==> src/ttag_pkg.sv <==
// ----------------------------------------------------------------------------
// ttag_pkg
// Shared constants and types for the tiled texture address generator.
// ----------------------------------------------------------------------------
package ttag_pkg;

    localparam int TILE_SIDE_DEF = 32;
    localparam int MAX_SIDE_DEF  = 4096;

    localparam int CFG_DATA_W = 32;
    localparam int CFG_ADDR_W = 4;
    localparam int SIDE_REG_W = 13;
    localparam int BPP_W      = 3;
    localparam int OFFSET_W   = 26;
    localparam int COUNT_W    = 24;

    localparam logic [SIDE_REG_W-1:0] WIDTH_RST  = SIDE_REG_W'(1);
    localparam logic [SIDE_REG_W-1:0] HEIGHT_RST = SIDE_REG_W'(1);
    localparam logic [BPP_W-1:0]      BPP_RST    = BPP_W'(4);
    localparam logic [BPP_W-1:0]      BPP_MAX    = BPP_W'(4);

    typedef enum logic [1:0] {
        REG_IMAGE_WIDTH     = 2'd0,
        REG_IMAGE_HEIGHT    = 2'd1,
        REG_BYTES_PER_PIXEL = 2'd2,
        REG_DIRECTION       = 2'd3
    } t_reg_idx;

endpackage

==> src/tiled_texture_address_generator.sv <==
// ----------------------------------------------------------------------------
// tiled_texture_address_generator
// Emits source/destination byte offset pairs that convert a texture between
// square-tile order and linear raster order, one pair per input beat.
// ----------------------------------------------------------------------------
//   channel  | handshake                  | payload
//   ---------+----------------------------+------------------------------------
//   in       | i_in_valid / o_in_ready    | i_restart
//   out      | o_out_valid / i_out_ready  | o_source_offset, o_dest_offset,
//            |                            | o_last
//   config   | psel, penable, pwrite,     | paddr, pwdata, prdata
//            | pready                     |
//
// One beat per cycle while the output is not stalled; a pair passes through the
// walk stage, row-multiply stage and pixel-size stage after its input beat.
// The walk position advances in the accept cycle, so the stages behind it
// only carry arithmetic. Each stage fills whenever the stage ahead of it is
// empty or moving, so bubbles collapse under output stall.
// Synchronous active-low reset clears the walk, the stage valids and loads
// the register defaults (1 x 1 image, 4 bytes per pixel, tile to linear).
// ----------------------------------------------------------------------------
module tiled_texture_address_generator #(
    parameter int TILE_SIDE = ttag_pkg::TILE_SIDE_DEF,
    parameter int MAX_SIDE  = ttag_pkg::MAX_SIDE_DEF
) (
    input  logic                            i_clk,
    input  logic                            i_rst_n,
    input  logic                            psel,
    input  logic                            penable,
    input  logic                            pwrite,
    input  logic [ttag_pkg::CFG_ADDR_W-1:0] paddr,
    input  logic [ttag_pkg::CFG_DATA_W-1:0] pwdata,
    output logic [ttag_pkg::CFG_DATA_W-1:0] prdata,
    output logic                            pready,
    input  logic                            i_in_valid,
    output logic                            o_in_ready,
    input  logic                            i_restart,
    output logic                            o_out_valid,
    input  logic                            i_out_ready,
    output logic [ttag_pkg::OFFSET_W-1:0]   o_source_offset,
    output logic [ttag_pkg::OFFSET_W-1:0]   o_dest_offset,
    output logic                            o_last
);
    import ttag_pkg::*;

    localparam int NT  = (MAX_SIDE + TILE_SIDE - 1) / TILE_SIDE;
    localparam int CW  = $clog2(NT * TILE_SIDE);
    localparam int SW  = $clog2(MAX_SIDE + 1);
    localparam int XW  = ((CW > SW) ? CW : SW) + 1;
    localparam int RW  = (SW > SIDE_REG_W) ? SW : SIDE_REG_W;
    localparam int PW  = XW + SW;
    localparam int TW  = COUNT_W + BPP_W;
    localparam int LW  = OFFSET_W + BPP_W;

    // configuration registers
    logic [SIDE_REG_W-1:0] r_image_width, r_image_height;
    logic [BPP_W-1:0]      r_bytes_per_pixel;
    logic                  r_direction;
    logic                  cfg_wr;
    t_reg_idx              cfg_idx;

    logic [SW-1:0]    width_c, height_c;
    logic [BPP_W-1:0] bpp_c;

    assign pready  = 1'b1;
    assign cfg_idx = t_reg_idx'(paddr[3:2]);
    assign cfg_wr  = psel && penable && pwrite;

    always_ff @(posedge i_clk) begin
        if (!i_rst_n) begin
            r_image_width     <= WIDTH_RST;
            r_image_height    <= HEIGHT_RST;
            r_bytes_per_pixel <= BPP_RST;
            r_direction       <= 1'b0;
        end else if (cfg_wr) begin
            case (cfg_idx)
                REG_IMAGE_WIDTH:     r_image_width     <= pwdata[SIDE_REG_W-1:0];
                REG_IMAGE_HEIGHT:    r_image_height    <= pwdata[SIDE_REG_W-1:0];
                REG_BYTES_PER_PIXEL: r_bytes_per_pixel <= pwdata[BPP_W-1:0];
                REG_DIRECTION:       r_direction       <= pwdata[0];
                default: begin
                end
            endcase
        end
    end

    always_comb begin
        case (cfg_idx)
            REG_IMAGE_WIDTH:     prdata = CFG_DATA_W'(r_image_width);
            REG_IMAGE_HEIGHT:    prdata = CFG_DATA_W'(r_image_height);
            REG_BYTES_PER_PIXEL: prdata = CFG_DATA_W'(r_bytes_per_pixel);
            REG_DIRECTION:       prdata = CFG_DATA_W'(r_direction);
            default:             prdata = '0;
        endcase
    end

    // clamp sides to 1..MAX_SIDE and pixel size to 1..4
    always_comb begin
        if (r_image_width == '0) begin
            width_c = SW'(1);
        end else if (RW'(r_image_width) > RW'(MAX_SIDE)) begin
            width_c = SW'(MAX_SIDE);
        end else begin
            width_c = SW'(r_image_width);
        end

        if (r_image_height == '0) begin
            height_c = SW'(1);
        end else if (RW'(r_image_height) > RW'(MAX_SIDE)) begin
            height_c = SW'(MAX_SIDE);
        end else begin
            height_c = SW'(r_image_height);
        end

        if (r_bytes_per_pixel == '0) begin
            bpp_c = BPP_W'(1);
        end else if (r_bytes_per_pixel > BPP_MAX) begin
            bpp_c = BPP_MAX;
        end else begin
            bpp_c = r_bytes_per_pixel;
        end
    end

    // stage enables
    logic r_s1_valid, r_s2_valid, r_out_valid;
    logic en_out, en_s2, en_s1, accept;

    assign en_out     = !r_out_valid || i_out_ready;
    assign en_s2      = !r_s2_valid || en_out;
    assign en_s1      = !r_s1_valid || en_s2;
    assign o_in_ready = en_s1;
    assign accept     = i_in_valid && en_s1;

    // walk
    logic [XW-1:0]      walk_px, walk_py;
    logic [COUNT_W-1:0] walk_count;
    logic               walk_last;

    ttag_walk #(
        .TILE_SIDE (TILE_SIDE),
        .MAX_SIDE  (MAX_SIDE),
        .SW        (SW),
        .XW        (XW)
    ) u_walk (
        .i_clk     (i_clk),
        .i_rst_n   (i_rst_n),
        .i_step    (accept),
        .i_restart (i_restart),
        .i_width   (width_c),
        .i_height  (height_c),
        .o_px      (walk_px),
        .o_py      (walk_py),
        .o_count   (walk_count),
        .o_last    (walk_last)
    );

    // stage 1: position of the pixel
    logic [XW-1:0]      r_s1_px, r_s1_py;
    logic [COUNT_W-1:0] r_s1_count;
    logic               r_s1_last;

    always_ff @(posedge i_clk) begin
        if (!i_rst_n) begin
            r_s1_valid <= 1'b0;
        end else if (en_s1) begin
            r_s1_valid <= accept;
        end
    end

    always_ff @(posedge i_clk) begin
        if (accept) begin
            r_s1_px    <= walk_px;
            r_s1_py    <= walk_py;
            r_s1_count <= walk_count;
            r_s1_last  <= walk_last;
        end
    end

    // stage 2: raster pixel index and tile-order byte offset
    logic [PW-1:0]       row_index;
    logic [TW-1:0]       til_full;
    logic [OFFSET_W-1:0] r_s2_lin_pix, r_s2_til;
    logic                r_s2_last;

    assign row_index = PW'(r_s1_py) * PW'(width_c) + PW'(r_s1_px);
    assign til_full  = TW'(r_s1_count) * TW'(bpp_c);

    always_ff @(posedge i_clk) begin
        if (!i_rst_n) begin
            r_s2_valid <= 1'b0;
        end else if (en_s2) begin
            r_s2_valid <= r_s1_valid;
        end
    end

    always_ff @(posedge i_clk) begin
        if (en_s2 && r_s1_valid) begin
            r_s2_lin_pix <= OFFSET_W'(row_index);
            r_s2_til     <= til_full[OFFSET_W-1:0];
            r_s2_last    <= r_s1_last;
        end
    end

    // output register: scale raster index to bytes, route by direction
    logic [LW-1:0]       lin_full;
    logic [OFFSET_W-1:0] lin_off;
    logic [OFFSET_W-1:0] r_source_offset, r_dest_offset;
    logic                r_last;

    assign lin_full = LW'(r_s2_lin_pix) * LW'(bpp_c);
    assign lin_off  = lin_full[OFFSET_W-1:0];

    always_ff @(posedge i_clk) begin
        if (!i_rst_n) begin
            r_out_valid <= 1'b0;
        end else if (en_out) begin
            r_out_valid <= r_s2_valid;
        end
    end

    always_ff @(posedge i_clk) begin
        if (en_out && r_s2_valid) begin
            r_source_offset <= r_direction ? lin_off : r_s2_til;
            r_dest_offset   <= r_direction ? r_s2_til : lin_off;
            r_last          <= r_s2_last;
        end
    end

    assign o_out_valid     = r_out_valid;
    assign o_source_offset = r_source_offset;
    assign o_dest_offset   = r_dest_offset;
    assign o_last          = r_last;

endmodule

==> src/ttag_walk.sv <==
// ----------------------------------------------------------------------------
// ttag_walk
// Tile-order pixel walk: current position, pixel count and final-pixel flag,
// advanced by one pixel on every accepted beat.
// ----------------------------------------------------------------------------
module ttag_walk #(
    parameter int TILE_SIDE = ttag_pkg::TILE_SIDE_DEF,
    parameter int MAX_SIDE  = ttag_pkg::MAX_SIDE_DEF,
    parameter int SW        = $clog2(MAX_SIDE + 1),
    parameter int XW        = SW + 1
) (
    input  logic                        i_clk,
    input  logic                        i_rst_n,
    input  logic                        i_step,
    input  logic                        i_restart,
    input  logic [SW-1:0]               i_width,
    input  logic [SW-1:0]               i_height,
    output logic [XW-1:0]               o_px,
    output logic [XW-1:0]               o_py,
    output logic [ttag_pkg::COUNT_W-1:0] o_count,
    output logic                        o_last
);
    import ttag_pkg::*;

    localparam int TXW = $clog2(TILE_SIDE);
    localparam int NT  = (MAX_SIDE + TILE_SIDE - 1) / TILE_SIDE;
    localparam int TCW = (NT > 1) ? $clog2(NT) : 1;
    localparam logic [TXW:0]  TS_T = (TXW + 1)'(TILE_SIDE);
    localparam logic [XW-1:0] TS_X = XW'(TILE_SIDE);

    logic [TXW-1:0]     r_in_tile_x, r_in_tile_y, n_in_tile_x, n_in_tile_y;
    logic [TCW-1:0]     r_tile_col, r_tile_row, n_tile_col, n_tile_row;
    logic [COUNT_W-1:0] r_pixel_count, n_pixel_count;

    logic [TXW-1:0]     c_x, c_y;
    logic [TCW-1:0]     c_col, c_row;
    logic [COUNT_W-1:0] c_cnt;
    logic [XW-1:0]      px, py, wx, hx;
    logic               last;

    assign wx = XW'(i_width);
    assign hx = XW'(i_height);

    always_comb begin
        c_x   = i_restart ? '0 : r_in_tile_x;
        c_y   = i_restart ? '0 : r_in_tile_y;
        c_col = i_restart ? '0 : r_tile_col;
        c_row = i_restart ? '0 : r_tile_row;
        c_cnt = i_restart ? '0 : r_pixel_count;

        if ((TXW + 1)'(c_x) >= TS_T || (TXW + 1)'(c_y) >= TS_T) begin
            c_x   = '0;
            c_y   = '0;
            c_col = '0;
            c_row = '0;
            c_cnt = '0;
        end

        px = XW'(c_col) * TS_X + XW'(c_x);
        py = XW'(c_row) * TS_X + XW'(c_y);

        // position left outside a resized image: start over
        if (px >= wx || py >= hx) begin
            c_x   = '0;
            c_y   = '0;
            c_col = '0;
            c_row = '0;
            c_cnt = '0;
            px    = '0;
            py    = '0;
        end

        last = (px + XW'(1) == wx) && (py + XW'(1) == hx);

        n_in_tile_x   = c_x;
        n_in_tile_y   = c_y;
        n_tile_col    = c_col;
        n_tile_row    = c_row;
        n_pixel_count = c_cnt + COUNT_W'(1);

        if (last) begin
            n_in_tile_x   = '0;
            n_in_tile_y   = '0;
            n_tile_col    = '0;
            n_tile_row    = '0;
            n_pixel_count = '0;
        end else if ((TXW + 1)'(c_x) + (TXW + 1)'(1) < TS_T && px + XW'(1) < wx) begin
            n_in_tile_x = c_x + TXW'(1);
        end else if ((TXW + 1)'(c_y) + (TXW + 1)'(1) < TS_T && py + XW'(1) < hx) begin
            n_in_tile_x = '0;
            n_in_tile_y = c_y + TXW'(1);
        end else if ((XW'(c_col) + XW'(1)) * TS_X < wx) begin
            n_in_tile_x = '0;
            n_in_tile_y = '0;
            n_tile_col  = c_col + TCW'(1);
        end else begin
            n_in_tile_x = '0;
            n_in_tile_y = '0;
            n_tile_col  = '0;
            n_tile_row  = c_row + TCW'(1);
        end
    end

    always_ff @(posedge i_clk) begin
        if (!i_rst_n) begin
            r_in_tile_x   <= '0;
            r_in_tile_y   <= '0;
            r_tile_col    <= '0;
            r_tile_row    <= '0;
            r_pixel_count <= '0;
        end else if (i_step) begin
            r_in_tile_x   <= n_in_tile_x;
            r_in_tile_y   <= n_in_tile_y;
            r_tile_col    <= n_tile_col;
            r_tile_row    <= n_tile_row;
            r_pixel_count <= n_pixel_count;
        end
    end

    assign o_px    = px;
    assign o_py    = py;
    assign o_count = c_cnt;
    assign o_last  = last;

endmodule

==> config.mk <==
export PLATFORM = sky130hd
export DESIGN_NAME = tiled_texture_address_generator
export DESIGN_NICKNAME = d
export VERILOG_FILES = /design/src/ttag_pkg.sv /design/src/tiled_texture_address_generator.sv /design/src/ttag_walk.sv
export SDC_FILE = /design/constraint.sdc
export NUM_CORES = 1
export LEC_CHECK = 0
export ABC_CLOCK_PERIOD_IN_PS = 8680
export BUFFER_PORTS_ARGS = -buffer_cell sky130_fd_sc_hd__buf_4
export CELL_PAD_IN_SITES_DETAIL_PLACEMENT = 1
export CELL_PAD_IN_SITES_GLOBAL_PLACEMENT = 1
export CORE_MARGIN = 5
export CORE_UTILIZATION = 49
export CTS_CLUSTER_DIAMETER = 40
export CTS_CLUSTER_SIZE = 20
export DETAILED_ROUTE_END_ITERATION = 8
export PLACE_DENSITY_LB_ADDON = 0.12
export SYNTH_ARGS = -nofsm -noshare
export SYNTH_HDL_FRONTEND = slang
export SYNTH_HIERARCHICAL = 1
export SYNTH_SLANG_ARGS = --single-unit
export TNS_END_PERCENT = 10
==> constraint.sdc <==
create_clock -name i_clk -period 8.68 [get_ports i_clk]
set_input_delay 1.302 -clock i_clk [delete_from_list [all_inputs] [get_ports i_clk]]
set_output_delay 1.302 -clock i_clk [all_outputs]
set_load 0.05 [all_outputs]
# Word level (Yosys, flattened, before mapping)
# Index checks and enable logic that the tools add are counted.
[totals]
regBits = 240
word_cells = 111
[classes]
add_sub_neg = 13
multipliers = 3
magnitude_cmp = 10
n_eq_ne = 5
mux = 35
n_reduce_logical = 23
[op_table]
columns = ["operator", "count"]
rows = [
  ["$pmux 32 s4", 1],
  ["$mux 7", 12],
  ["$mux 24", 3],
  ["$mux 13", 4],
  ["$mux 26", 2],
  ["$mux 5", 9],
  ["$lt 14x13->1", 3],
  ["$add 14x1->14 const B", 2],
  ["$eq 14x13->1", 2],
  ["$ge 14x13->1", 2],
  ["$mux 14", 2],
  ["$add 12x5->13", 2],
  ["$add 26x14->26", 1],
  ["$gt 13x13->1 const B", 2],
  ["$logic_not 13->1", 2],
  ["$mul 14x13->26", 1],
  ["$mul 24x3->26", 1],
  ["$mul 26x3->26", 1],
  ["$add 24x1->24 const B", 1],
  ["$add 7x1->7 const B", 2],
  ["$add 5x1->6 const B", 2],
  ["$lt 6x6->1 const B", 2],
  ["$add 5x1->5 const B", 2],
  ["$add 7x1->8 const B", 1],
  ["other kinds (10)", 27],
]

# Logic depth before layout (Yosys ltp)
# Gate-level depths: netlist of the first run.
[depth]
depth_word = 12
depth_mapped = 31
mapped_depth_nobuf = 25

# By module
# The synthesis of the first run kept the hierarchy.
[modules_own_cells]
columns = ["mod", "instances", "cells_each", "area_each_um2", "seq_area_each_um2"]
rows = [
  ["tiled_texture_address_generator", 1, 1876, 17930.9, 5435.2],
  ["ttag_walk", 1, 645, 5057.4, 960.9],
]

# Worst setup path before layout of the first run
# No wires, ideal clock.
[synth_path]
path_kind = "input to register"
start = "input i_restart"
end = "register u_walk.r_tile_row[6]"
setup_ns = 0.122
t_arrival_ns = 6.864
required_time_ns = 8.558
setup_slack_ns = 1.694
stages = 28
path_cell_list = "clkbuf_1 > clkbuf_1 > clkbuf_1 > nor2_1 > ha_1 > and4_1 > and2_4 > a2111oi_2 > and4_1 > buf_4 > clkbuf_1 > clkbuf_1 > and2_1 > ha_1 > nand3_1 > nor2_1 > and2_1 > nand4_1 > xnor2_1 > ha_1 > nand3_1 > nor3_1 > o31ai_1 > a211oi_1 > o221ai_4 > nor3_2 > nor3_1 > a311o_1"
[synth_lines]
columns = ["item", "line_no", "text"]
rows = [
  ["start, declared", "tiled_texture_address_generator.sv:37", "input logic i_restart,"],
  ["$mux 5 (tied with other cells)", "ttag_walk.sv:45", "c_x = i_restart ? '0 : r_in_tile_x;"],
  ["$add 12x5->13, on equally long branches", "ttag_walk.sv:59, ttag_walk.sv:60", ""],
  ["$ge 14x13->1", "ttag_walk.sv:63", "if (px >= wx || py >= hx) begin"],
  ["$logic_or 1x1->1", "ttag_walk.sv:63", ""],
  ["$mux 14 (*)", "ttag_walk.sv:63", ""],
  ["via walk_px[1]", "tiled_texture_address_generator.sv:135", "logic [XW-1:0] walk_px, walk_py;"],
  ["$add 14x1->14 (*)", "ttag_walk.sv:73, ttag_walk.sv:87", ""],
  ["$lt 14x13->1", "ttag_walk.sv:87", "end else if ((TXW + 1)'(c_x) + (TXW + 1)'(1) < TS_T && px + XW'(1) < wx) begin"],
  ["$logic_and 1x1->1", "ttag_walk.sv:87", ""],
  ["$mux 7", "ttag_walk.sv:87", ""],
  ["$mux 7 (*)", "ttag_walk.sv:81", "if (last) begin"],
  ["end signal, assigned", "ttag_walk.sv:115", "r_tile_row <= n_tile_row;"],
  ["end, declared", "ttag_walk.sv:32", "logic [TCW-1:0] r_tile_col, r_tile_row, n_tile_col, n_tile_row;"],
]
# The timed path passes the listed nets; every way through them passes the cells marked *.
# A chain may end at the register's enable or synchronous reset.

# Worst setup path in the final report of the first run
[layout_path]
start = "register r_image_width[12]"
end = "register u_walk.r_pixel_count[15]"
[layout_between]
elab_chain_len = 10
[layout_lines]
columns = ["item", "line_no", "text"]
rows = [
  ["start, declared", "tiled_texture_address_generator.sv:56", "logic [SIDE_REG_W-1:0] r_image_width, r_image_height;"],
  ["start signal, assigned", "tiled_texture_address_generator.sv:77", "REG_IMAGE_WIDTH: r_image_width <= pwdata[SIDE_REG_W-1:0];"],
  ["$gt 13x13->1", "tiled_texture_address_generator.sv:101", "end else if (RW'(r_image_width) > RW'(MAX_SIDE)) begin"],
  ["$mux 13", "tiled_texture_address_generator.sv:101", ""],
  ["$mux 13 (*)", "tiled_texture_address_generator.sv:99", "if (r_image_width == '0) begin"],
  ["$ge 14x13->1 (*)", "ttag_walk.sv:63", ""],
  ["$logic_or 1x1->1 (*)", "ttag_walk.sv:63", ""],
  ["$mux 14 (*)", "ttag_walk.sv:63", ""],
  ["via walk_py[0]", "tiled_texture_address_generator.sv:135", ""],
  ["$add 14x1->14 (*)", "ttag_walk.sv:73", "last = (px + XW'(1) == wx) && (py + XW'(1) == hx);"],
  ["$eq 14x13->1 (*)", "ttag_walk.sv:73", ""],
  ["$logic_and 1x1->1 (*)", "ttag_walk.sv:73", ""],
  ["$mux 24 (*)", "ttag_walk.sv:81", ""],
  ["end signal, assigned", "ttag_walk.sv:116", "r_pixel_count <= n_pixel_count;"],
  ["end, declared", "ttag_walk.sv:33", "logic [COUNT_W-1:0] r_pixel_count, n_pixel_count;"],
]
# Marks and branches as above.

==> results.ini, run 1 <==
[run_status]
outcome = finished clean

[global_routing]
grt_pass1_vias = 19500
grt_max_degree = 66
track_usage = 0.253
grt_pass1_wl_mm = 104
overflow = 0
antenna_found_initial = 0

[logic_synthesis]
seq_area_frac_synth = 0.278
yosys.cell_types.count = 98
ys_seq_elements = 240
synth_warnings = 6
synth_most_common_cell = nand2_1
syn_area_per_cell_um2 = 9.12
synth-main-ff-cell = edfxtp_1
yosys-top-cells-count = nand2_1, inv_1, ha_1
synth_top_area_frac = 0.208
yosys.area.top_type = edfxtp_1
syn_inst = 2521
synth_edf_count = 159
async_flop_share = 0
synthTopCellsByArea = edfxtp_1, fa_1, ha_1, dfxtp_1, nand2_1
syn_area_mm2 = 0.0230

[routing]
vias = 17900
wl_met3_mm = 2.94
drt-pass1-iter-count = 5
routed_wl_mm = 63.9
wl_per_cell_um = 19.8
postRouteAntennaNets = 0
drc = 0
highest-signal-layer = met4
drt-met1-wl_mm = 27.7
met2_length_mm = 30.7
dr.first_iter.drc_count = 1051
via_per_inst = 5.54

[die]
core_area_mm2 = 0.0465
die_area_mm2 = 0.0513
start_util = 0.495
die_height_um = 227
rows = 79
io_pins = 132
die_x_um = 227

[sta]
setup_tns_ps = 0
fmax_mhz = 133
period_share = 0.866
rsz0062_at_grt = false
tightest_slew_ps = 1230
setup_viol = 0
relSlewSlack = 0.177
slew_violations = 0
hold_violations = 0
layout_setup_ws_ps = 1170
finClkSkew_ps = 28.3
period_minus_slack_ps = 7510

[clocking]
worstSkewPairLatency_ps = 560
holdBufCountCts = 0
cts_buffers = 43
cts_tree = built
cts_max_level = 2
cts_buffer_depth = 3
clock-sinks = 240
cts-resized-gates = 0
clk_pin_slew_ps = 50
clockRootBuffer = clkbuf_16
post_cts_buffers = 0

[power]
p_per_area_mw_per_mm2 = 144
p_leak_nw = 11.8
ir_worst_vdd_mv = 0.157

[cells_and_area]
fin_cells = 3223
area_growth_syn_to_layout_pct = 11.9
fin_nets = 3012
drive_gt1_frac = 0.101
final_util = 0.554
diodes = 0

[setup_path]
cp.arrival_ps = 7970
path_buf_inv = 2
start_kind = register
end_kind = register
worstPathCellList = nor2b_1, inv_1, ha_1, a211oi_1, o32ai_1, a31oi_2, and4_1, buf_4, and2_1, ha_1, and3_1, nand4_4, nor4_4, and3_1, xnor2_1, ha_1, nand4_1, nor4_1, a31oi_1, and2_1, nand2_2, o21ai_0, a22o_1
cp_max_fo = 17
worstSetupPathType = register to register
critPathTopFamily = simple AND/OR/NAND/NOR gates
cpMaxStageDelayCell = nor2b_1
worstPathRequired_ps = 9140
max_stage_delay_ps = 830
path_common_cell = ha_1

[place]
port_buffers = 90
place_congestion = 0.889
pre_cts_slack_ps = 1030
dp_hpwl_mm = 49.6
placed_cells = 3143

[hold_path]
min-delay-path-class = register to register

[flow_run]
cap_violations = 0

path summary, 6_finish.rpt:
path | startpoint | to | slack (ps) | depth (start not counted)
max | r_image_width[12] | u_walk/r_pixel_count[15] | 1170 | 23
min | r_s1_last | r_s2_last | 410 | 0
max reg2reg | r_image_width[12] | u_walk/r_pixel_count[15] | 1170 | 23
min reg2reg | r_s1_last | r_s2_last | 410 | 0
state kept, by name (all words and copies together) (netlist names), 3 cells and up:
| register | count |
|---|---|
| o_dest_offset | 26 |
| o_source_offset | 26 |
| r_bytes_per_pixel | 3 |
| r_image_height | 13 |
| r_image_width | 13 |
| r_s1_count | 24 |
| r_s1_px | 14 |
| r_s1_py | 14 |
| r_s2_lin_pix | 26 |
| r_s2_til | 26 |
| u_walk/r_in_tile_x | 5 |
| u_walk/r_in_tile_y | 5 |
| u_walk/r_pixel_count | 24 |
| u_walk/r_tile_col | 7 |
| u_walk/r_tile_row | 7 |
placed cells by master (no fill, tap or decap), drive strengths merged, types with 31 or more instances in the layout:
cell type / Yosys / layout
a21boi: 36 / 36
a21o: 31 / 31
a21oi: 86 / 86
and2: 150 / 150
buf: 37 / 117
clkbuf: 86 / 47
dfxtp: 81 / 81
edfxtp: 159 / 159
fa: 188 / 188
ha: 199 / 199
inv: 343 / 353
nand2: 408 / 408
nand3: 47 / 47
nand4: 32 / 32
nor2: 78 / 78
nor2b: 62 / 62
o21ai: 113 / 113
xnor2: 57 / 57
xor2: 31 / 31
routing by layer:
metal / GRT usage / up-vias
li1: - / 8497
met1: 0.328 / 8873
met2: 0.428 / 382
met3: 0.0417 / 107
met4: 0.0949 / 0
met5: 0 / -
cell type report:
| cell class | count | area (um^2) |
|---|---|---|
| Sequential cell | 240 | 6400 |
| Clock inverter | 33 | 433 |
| Fill cell | 5338 | 20700 |
| Multi-Input combinational cell | 1835 | 14800 |
| Timing Repair Buffer | 117 | 878 |
| Clock buffer | 47 | 1120 |
| Inverter | 344 | 1290 |
| Tap cell | 607 | 759 |
metrics by stage:
step | area, um^2 | hold WS, ps | total power, W
CTS | 25700 | 413 | 0.00373
finish | 25700 | 414 | 0.00369
global placement | 24200 | 403 | 0.00189
global route | 25700 | 433 | 0.00385
floorplan | 23100 | 400 | 0.00175
detailed placement | 24200 | 406 | 0.00191
where the power goes:
| part | switching (W) | total (W) | internal (W) |
|---|---|---|---|
| Sequential | 0.0000447 | 0.00132 | 0.00128 |
| Clock | 0.000634 | 0.00180 | 0.00116 |
| Combinational | 0.000382 | 0.000574 | 0.000192 |
| Total | 0.00106 | 0.00369 | 0.00263 |
logic make-up (layout without fill, tap and decap cells):
| kind of cell | count (synthesis) | in the layout | share of synthesized area |
|---|---|---|---|
| and+or+nand+nor | 883 | 883 | 0.194 |
| buffers and inverters | 467 | 541 | 0.0818 |
| AOI/OAI and AO/OA | 418 | 418 | 0.123 |
| adders and majority gates | 387 | 387 | 0.272 |
| DFF | 240 | 240 | 0.278 |
| xor gates and xnor gates | 88 | 88 | 0.0335 |
| muxes | 35 | 35 | 0.0164 |
| other | 3 | 24 | 0.000490 |
Power figures use the tool's default switching activity.
==> run 2: changes to the inputs <==
Settings changed: ABC_CLOCK_PERIOD_IN_PS 8680 to 6550, CORE_UTILIZATION 49 to 44.
Clock period 8.68 ns to 6.55 ns, I/O delays scaled along.
==> results.ini, run 2 (synthesized netlist as in run 1, its figures left out) <==
[run_status]
outcome = finished clean  ; unchanged

[setup_path]
worstPathRequired_ps = 6970  ; was 9140 ps
max_stage_delay_ps = 570  ; was 830 ps
start_kind = register  ; unchanged
cp_max_fo = 16  ; was 17
end_kind = register  ; unchanged
worstSetupPathType = register to register  ; unchanged
cp.arrival_ps = 6730  ; was 7970 ps
path_common_cell = fa_1  ; was ha_1
worstPathCellList = buf_4, nor2b_1, buf_4, and2_1, fa_1, inv_1, fa_1, inv_1, fa_1, fa_1, fa_1, inv_1, fa_1, inv_1, ha_1, nand2_1, o21bai_1, a31oi_1, a31oi_4, a41o_1, or4_1, nand4_1  ; was nor2b_1, inv_1, ha_1, a211oi_1, o32ai_1, a31oi_2, and4_1, buf_4, and2_1, ha_1, and3_1, nand4_4, nor4_4, and3_1, xnor2_1, ha_1, nand4_1, nor4_1, a31oi_1, and2_1, nand2_2, o21ai_0, a22o_1
r2r_slack_ps = 240  ; was 1170 ps
cpMaxStageDelayCell = fa_1  ; was nor2b_1

[clocking]
cts_tree = built  ; unchanged
clk_pin_slew_ps = 60  ; was 50 ps
cts_max_level = 2  ; unchanged
clockRootBuffer = clkbuf_16  ; unchanged
cts_buffers = 45  ; was 43
holdBufCountCts = 0  ; unchanged
worstSkewPairLatency_ps = 570  ; was 560 ps
cts_buffer_depth = 3  ; unchanged
clock-sinks = 240  ; unchanged

[sta]
hold_violations = 0  ; unchanged
tightest_slew_ps = 1150  ; was 1230 ps
slew_violations = 0  ; unchanged
rsz0062_at_grt = true  ; was false
fmax_mhz = 159  ; was 133 MHz
setup_viol = 0  ; unchanged
relSlewSlack = 0.236  ; was 0.177
period_share = 0.963  ; was 0.866
period_minus_slack_ps = 6310  ; was 7510 ps
finClkSkew_ps = 20.8  ; was 28.3 ps

[routing]
wl_per_cell_um = 19.1  ; was 19.8 um
postRouteAntennaNets = 0  ; unchanged
drc = 0  ; unchanged
dr.first_iter.drc_count = 764  ; was 1051
vias = 18000  ; was 17900
routed_wl_mm = 64.4  ; was 63.9 mm
via_per_inst = 5.33  ; was 5.54
drt-pass1-iter-count = 5  ; unchanged

[power]
p_leak_nw = 12.2  ; was 11.8 nW
ir_worst_vdd_mv = 0.176  ; was 0.157 mV
p_per_area_mw_per_mm2 = 189  ; was 144 mW/mm^2

[cells_and_area]
final_common_cell = nand2_1  ; unchanged
diodes = 0  ; unchanged
fin_cells = 3374  ; was 3223
drive_gt1_frac = 0.131  ; was 0.101
area_growth_syn_to_layout_pct = 15.4  ; was 11.9%
final_util = 0.515  ; was 0.554
fin_nets = 3088  ; was 3012
mostFrequentLayoutCells = nand2_1, inv_1, ha_1  ; unchanged

[die]
start_util = 0.446  ; was 0.495
die_x_um = 239  ; was 227 um
core_area_mm2 = 0.0515  ; was 0.0465 mm^2
rows = 83  ; was 79
die_height_um = 239  ; was 227 um
die_area_mm2 = 0.0569  ; was 0.0513 mm^2
io_pins = 132  ; unchanged

[global_routing]
track_usage = 0.224  ; was 0.253
grt_pass1_wl_mm = 103  ; was 104 mm
overflow = 0  ; unchanged
antenna_found_initial = 0  ; unchanged
grt_max_degree = 63  ; was 66
grt_pass1_vias = 19200  ; was 19500

[hold_path]
min-delay-path-class = register to register  ; unchanged

[flow_run]
cap_violations = 0  ; unchanged

[place]
placed_cells = 3288  ; was 3143
dp_hpwl_mm = 51.6  ; was 49.6 mm
port_buffers = 90  ; unchanged
place_congestion = 0.900  ; was 0.889

-- run 2: where the power goes --
part	internal, W	switching [W]	leakage [nW]
logic	0.000289	0.000526	9.26
registers	0.00169	0.0000484	2.17
clock network	0.00156	0.000903	0.783
total	0.00354	0.00148	12.2
-- run 2: stage by stage --
stage / setup WS [ps] / instance area (um^2) / power [W] / hold slack [ps] / setup TNS [ps]
2_1_floorplan: 83.3 / 23100 / 0.00232 / 400 / 0
3_3_place_gp: 160 / 24800 / 0.00255 / 407 / 0
3_5_place_dp: -3.45 / 24800 / 0.00257 / 411 / -3.45
4_1_cts: 45.5 / 26400 / 0.00507 / 424 / 0
5_1_grt: -50.1 / 26500 / 0.00524 / 426 / -57.0
6_report: 245 / 26500 / 0.00502 / 425 / 0
-- run 2: area by class of cell --
cell class                 instances  area [um^2]
clock buffer                      50         1200
clock inverter                    34          425
fill                            5901        25000
inverter                         344         1290
multi-input combinational       1835        14900
sequential                       240         6400
tap                              680          851
timing repair buffer             191         1440
-- run 2: worst paths after layout --
| path | from | end | depth (start not counted) |
|---|---|---|---|
| worst max register to register | r_image_width[12] | r_s2_lin_pix[23] | 22 |
| worst min-delay path | r_s2_last | o_last | 0 |
| worst max-delay path | r_image_width[12] | r_s2_lin_pix[23] | 22 |
| worst min register to register | r_s2_last | o_last | 0 |
-- run 2: metal layers --
metal | GRT usage | up-vias | routed length (um)
li1 | - | 8650 | -
met1 | 0.296 | 8892 | 28700
met2 | 0.383 | 327 | 31000
met3 | 0.0331 | 105 | 2610
met4 | 0.0694 | 0 | 2090
met5 | 0 | - | 0
-- run 2: what timing repair did --
| item | CTS | global route |
|---|---|---|
| gates resized for setup | 0 | 12 |
| endpoints found under the setup margin | 0 | 33 |
| setup buffers | 0 | 2 |
-- run 2: worst max-delay path, delay by kind of cell (launching register included) --
kind            cells  cell delay [ps]
simple gates        5              850
flops               1              360
buf+inv             6              570
compound gates      4              920
fa+ha+maj           7             3430
